[config.mk]
export PLATFORM = sky130hd
export DESIGN_NAME = ffa_cell
export DESIGN_NICKNAME = d
export VERILOG_FILES = /design/src/ffa_pkg.sv /design/src/ffa_cell.sv
export SDC_FILE = /design/constraint.sdc
export NUM_CORES = 1
export LEC_CHECK = 0
export BUFFER_PORTS_ARGS = -buffer_cell sky130_fd_sc_hd__buf_2
export CAP_MARGIN = 20
export CORE_ASPECT_RATIO = 0.5
export CORE_MARGIN = 5
export CORE_UTILIZATION = 36
export CTS_BUF_LIST = sky130_fd_sc_hd__clkbuf_4 sky130_fd_sc_hd__clkbuf_8
export DETAILED_ROUTE_END_ITERATION = 10
export PLACE_DENSITY = 0.7
export SKIP_LAST_GASP = 1
export SLEW_MARGIN = 20
export SYNTH_ARGS = -nofsm -noshare
export SYNTH_HDL_FRONTEND = slang
export SYNTH_SLANG_ARGS = --single-unit
export TNS_END_PERCENT = 50
[constraint.sdc]
create_clock -name i_clk -period 3.6 [get_ports i_clk]
set_input_delay 0.72 -clock i_clk [delete_from_list [all_inputs] [get_ports i_clk]]
set_output_delay 0.72 -clock i_clk [all_outputs]
set_load 0.05 [all_outputs]
[src/ffa_pkg.sv]
// Shared types and constants for the first-fit block allocator.
`timescale 1ns / 1ps
package ffa_pkg;

    localparam int MAX_BLOCKS = 64;
    localparam int ADDR_BITS  = 20;
    localparam int IDX_W      = $clog2(MAX_BLOCKS);
    localparam int CNT_W      = IDX_W + 1;
    localparam int OFF_W      = ADDR_BITS;
    localparam int SIZE_W     = ADDR_BITS + 1;
    localparam int OP_W       = 2;
    localparam int ST_W       = 3;

    localparam logic [SIZE_W-1:0] POOL_MAX = SIZE_W'(1) << ADDR_BITS;

    localparam logic [OP_W-1:0] OP_ALLOC  = 2'd0;
    localparam logic [OP_W-1:0] OP_FREE   = 2'd1;
    localparam logic [OP_W-1:0] OP_RESIZE = 2'd2;

    localparam logic [ST_W-1:0] ST_OK        = 3'd0;
    localparam logic [ST_W-1:0] ST_NO_SPACE  = 3'd1;
    localparam logic [ST_W-1:0] ST_FULL      = 3'd2;
    localparam logic [ST_W-1:0] ST_NOT_FOUND = 3'd3;
    localparam logic [ST_W-1:0] ST_BAD_SIZE  = 3'd4;

    typedef struct packed {
        logic [OFF_W-1:0]  off;
        logic [SIZE_W-1:0] size;
        logic              free;
    } t_entry;

    localparam t_entry RESET_ENTRY = '{off: '0, size: POOL_MAX, free: 1'b1};

    typedef enum logic [2:0] {
        CELL_HOLD,
        CELL_WRITE,
        CELL_INIT,
        CELL_SHIFT_UP,
        CELL_SHIFT_DOWN
    } t_cell_op;

    typedef struct packed {
        t_cell_op         op;
        logic [IDX_W-1:0] pos;
        t_entry           data;
    } t_cell_cmd;

    typedef struct packed {
        logic [ST_W-1:0]  status;
        logic [OFF_W-1:0] result_offset;
        logic             moved;
    } t_rsp;

endpackage

[src/ffa_cell.sv]
// One table cell: holds one block entry and moves it to or from its neighbors.
`timescale 1ns / 1ps
module ffa_cell import ffa_pkg::*; (
    input  logic             i_clk,
    input  logic             i_rst_n,
    input  logic [IDX_W-1:0] i_index,
    input  t_cell_cmd        i_cmd,
    input  t_entry           i_prev,
    input  t_entry           i_next,
    output t_entry           o_entry
);

    t_entry r_entry;
    t_entry n_entry;

    always_comb begin
        n_entry = r_entry;
        unique case (i_cmd.op)
            CELL_HOLD: begin
            end
            CELL_WRITE: begin
                if (i_index == i_cmd.pos) n_entry = i_cmd.data;
            end
            CELL_INIT: begin
                if (i_index == '0) n_entry = i_cmd.data;
            end
            CELL_SHIFT_UP: begin
                if (i_index > i_cmd.pos) n_entry = i_prev;
            end
            CELL_SHIFT_DOWN: begin
                if (i_index >= i_cmd.pos) n_entry = i_next;
            end
            default: begin
            end
        endcase
    end

    always_ff @(posedge i_clk) begin
        if (!i_rst_n && i_index == '0) begin
            r_entry <= RESET_ENTRY;
        end else begin
            r_entry <= n_entry;
        end
    end

    assign o_entry = r_entry;

endmodule

Yosys cells after proc, flatten, opt, wreduce, memory -nomap -nowiden:

Cells that the tools add are included.

* register bits: 42
* input port bits: 143
* word-level logic and storage cells: 24

* mux-type cells: 5
* eq/ne operators: 9
* order comparisons: 2
* reduce and logical (&&, ||, !) cells: 5

Operators with widths (count)
* two-way mux 42 bit: 4
* case mux 42 bit (4 select lines): 1
* inequality test 2 bit (second input constant): 4
* == test 3 x 2 -> 1 bit (second input constant): 2
* == test 6 bit: 1
* greater-or-equal comparator 6 bit: 1
* > comparator 6 bit: 1
* logical NOT 6 bit: 1
* AND reduction 5 bit: 1
* nonzero test 4 bit: 1
* == test 3 x 1 -> 1 bit (second input constant): 1
* == test 3 bit (second input constant): 1
* logical AND 1 bit: 1
* logical NOT 1 bit: 1

Longest topological paths before layout:

* word-level depth: 3
* mapped depth: 9

Least setup slack after synthesis:

OpenSTA, ideal clock, no wires.

* kind: input -> register
* from: input i_cmd[47] (netlist name)
* to: register r_entry, in the netlist o_entry[10]
* slack: 1.242 ns
* cell stages on the path: 8
* path buffers: 1
* arrival: 2.212 ns
* setup time: 0.146 ns
* path through: inv_1 > ha_1 > nand4_1 > o21bai_1 > a31oi_2 > clkbuf_1 > o2111a_1 > a211oi_2

* longest elaborated chain between the ends: 3
* elaborated cells on any way between the ends: 7
* those cells by class: order compare: 2; eq/ne: 4; reduce/logical: 1

Ends and longest elaborated chain
* start, declared: RTL line ffa_cell.sv:7 `input t_cell_cmd i_cmd,`
* greater-or-equal comparator 6 bit (tied with other cells): RTL line ffa_cell.sv:31 `if (i_index >= i_cmd.pos) n_entry = i_next;`
* inequality test 2 bit (no source line)
* AND reduction 5 bit (no source line) *
* end signal, assigned: RTL line ffa_cell.sv:42 `r_entry <= n_entry;`
* end, declared: RTL line ffa_cell.sv:13 `t_entry r_entry;`

Mark *: on every way between the ends. The rest lies on a longest branch, timed or not.
A chain may end at the register's enable or synchronous reset.

Worst setup path in the final report:

* from: input i_index[5]
* to: register r_entry, in the netlist o_entry[33]

* longest elaborated chain between the ends: 3
* elaborated cells on any way between the ends: 10
* those cells by class: order compare: 2; eq/ne: 5; reduce/logical: 3

Ends and longest elaborated chain
* start, declared: RTL line ffa_cell.sv:6 `input logic [IDX_W-1:0] i_index,`
* greater-or-equal comparator 6 bit (tied with other cells): RTL line ffa_cell.sv:31
* inequality test 2 bit (no source line)
* AND reduction 5 bit (no source line)

Parallel ways exist; a longest one is shown, timed or not.

==> flow_summary.json <==
{
  "tritoncts": "yes",
  "cts_num_sinks": 42,
  "wl_um": 9600,
  "antenna_found_initial": 0,
  "slew_headroom_pct": 63.3,
  "syn-cell-area_um2": 2950,
  "synthCells": 330,
  "cpPeakStageDelay_ps": 510,
  "grt_pass1_vias": 3061,
  "netlist_top_cells_area": "dfxtp_1, a211oi_2, o2111a_1",
  "crit_buf_inv": 2,
  "clk_pin_slew_ps": 80,
  "final_net_count": 644,
  "vias": 3125,
  "hold_viol": 0,
  "layout_commonest_cell": "buf_2",
  "clock_latency_ps": 290,
  "final_cell_mix": "buf_2, inv_1, nand2_1",
  "top_usage_layer": "met2",
  "grt_pass1_wl_um": 14800,
  "setup_violations": 0,
  "crit_slowest_cell": "buf_4",
  "drt-wirelength-per-cell_um": 15.8,
  "use_met1_pct": 22.0,
  "critPathRequiredTime_ps": 3760,
  "drt_first_pass_iters": 4,
  "crit_family": "compound AO/OA/AOI/OAI gates",
  "max_freq_ghz": 0.377,
  "dp_hpwl_um": 7150,
  "cts_buffer_depth": 2,
  "cts_max_level": 2,
  "end_kind": "flop",
  "cp.arrival_ps": 2810,
  "initial_utilization_pct": 36.9,
  "final_area_um2": 4080,
  "slew_viol_final": 0,
  "grtUsageMet2_pct": 33.9,
  "rows": 23,
  "p_leak_nw": 2.02,
  "drt_iter0_markers": 208,
  "startpoint_type": "primary input",
  "placed_area_um2": 3940,
  "drv_cap": 0,
  "ctsHoldBuffers": 0,
  "drive_above_1_share_pct": 50.2,
  "seq_area_frac_synth_pct": 28.5,
  "status": "completed",
  "synth_ff_type": "dfxtp_1",
  "drc": 0,
  "syn_area_per_cell_um2": 8.93,
  "min_period_ps": 2650,
  "yosysWarningCount": 0,
  "grt_max_degree": 43,
  "chipWidth_um": 138,
  "io_pins": 185,
  "worstMarginPinSlew_ps": 548,
  "vias_per_cell": 5.14,
  "synth_top_area_cell": "dfxtp_1",
  "skew_ps": 0,
  "yosysTopAreaCellShare_pct": 28.5,
  "hp-class": "flop to flop",
  "clock-root-buffer": "clkbuf_8",
  "grt-ovfl-total": 0,
  "synth.distinct_cells": 32,
  "setup-tns-final_ps": 0,
  "dieHeight_um": 74.0,
  "syn2layout_area_growth_pct": 38.4,
  "criticalPathCategory": "primary input to flop",
  "path_max_fanout": 29,
  "synth_edf_count": 0,
  "ant_nets": 0,
  "largest_reg_flops": 42,
  "place_congestion": 0.851,
  "cts_made_buffers": 5,
  "cts_resized": 0,
  "die-area_um2": 10200,
  "rsz0062_at_grt": "no",
  "core_um2": 7970,
  "crit_chain": "buf_2 > ha_1 > nand4_1 > o21bai_1 > a31oi_4 > o21ai_4 > buf_4 > a211oi_2",
  "irDropWorstVdd_uv": 232,
  "post-route-period-util_pct": 73.6,
  "ys_ff_latch": 42,
  "cts_setup_buffers": 0,
  "async_flop_share_pct": 0,
  "portBuffers": 184,
  "synth.net_count": 479,
  "power.density_nw_per_um2": 515,
  "grt_use_total_pct": 18.0,
  "antenna_cells": 0,
  "use_met3_pct": 3.11
}
stage by stage:
step / setup slack, ps / std cells / utilization, % / total power, mW / hold slack, ps
floorplan: 1240 / 330 / - / 1.39 / 690
global placement: 703 / 600 / 49.4 / 1.64 / 446
detailed placement: 629 / 600 / 49.4 / 1.65 / 447
CTS: 953 / 608 / 51.2 / 2.12 / 459
global route: 816 / 608 / 51.2 / 2.21 / 480
finish: 951 / 608 / 51.2 / 2.10 / 459
worst reg2reg max path, delay by kind of cell (launching register included):
family	cells	cell delay (ps)
compound gates	1	160
flops	1	350
buf+inv	1	50
report_power, final:
group | switching (mW) | internal [mW]
logic | 0.696 | 0.301
clock network | 0.166 | 0.296
registers | 0.0557 | 0.585
synthesized netlist by cell type (2+ instances only):
| cell | instances |
|---|---|
| inv_1 | 47 |
| nand2_1 | 47 |
| a22oi_1 | 42 |
| dfxtp_1 | 42 |
| a211oi_2 | 40 |
| o2111a_1 | 40 |
| clkbuf_1 | 20 |
| buf_2 | 7 |
| ha_1 | 6 |
| nor2_1 | 5 |
| buf_4 | 4 |
| buf_6 | 4 |
| nand3_1 | 3 |
| nand4_1 | 3 |
| a221o_1 | 2 |
| o21ai_2 | 2 |
path summary, 6_finish.rpt:
check,start,to,slack [ps],cells after the start
worst max register to register,o_entry[39]$_SDFFE_PP0P_,o_entry[39]$_SDFFE_PP0P_,2960,2
worst max-delay path,i_index[5],o_entry[33]$_SDFFE_PP0P_,950,8
worst min-delay path,o_entry[27]$_SDFFE_PP0P_,o_entry[27]$_SDFFE_PP0P_,460,2
worst min register to register,o_entry[27]$_SDFFE_PP0P_,o_entry[27]$_SDFFE_PP0P_,460,2
cell families after synthesis:
family / synth area share [%]
buf+inv: 12.3
compound gates: 46.0
simple gates: 10.7
flops: 28.5
fa+ha+maj: 2.55
routing by layer:
| layer | vias to the layer above | share of wire [%] |
|---|---|---|
| met1 | 1479 | 42 |
| met4 | 0 | 1.4 |
| met3 | 13 | 3.8 |
| met5 | - | 0 |
| li1 | 1569 | - |
| met2 | 64 | 53 |
final cells by class:
| cell class | count | area (µm²) |
|---|---|---|
| well taps | 112 | 140 |
| clock buffers | 6 | 82.6 |
| multi-input cells | 206 | 1780 |
| fillers | 798 | 3890 |
| inverters | 47 | 176 |
| flip-flops and latches | 42 | 841 |
| repair buffers | 193 | 1000 |
| clock inverters | 2 | 60.1 |
Power figures use the tool's default switching activity.
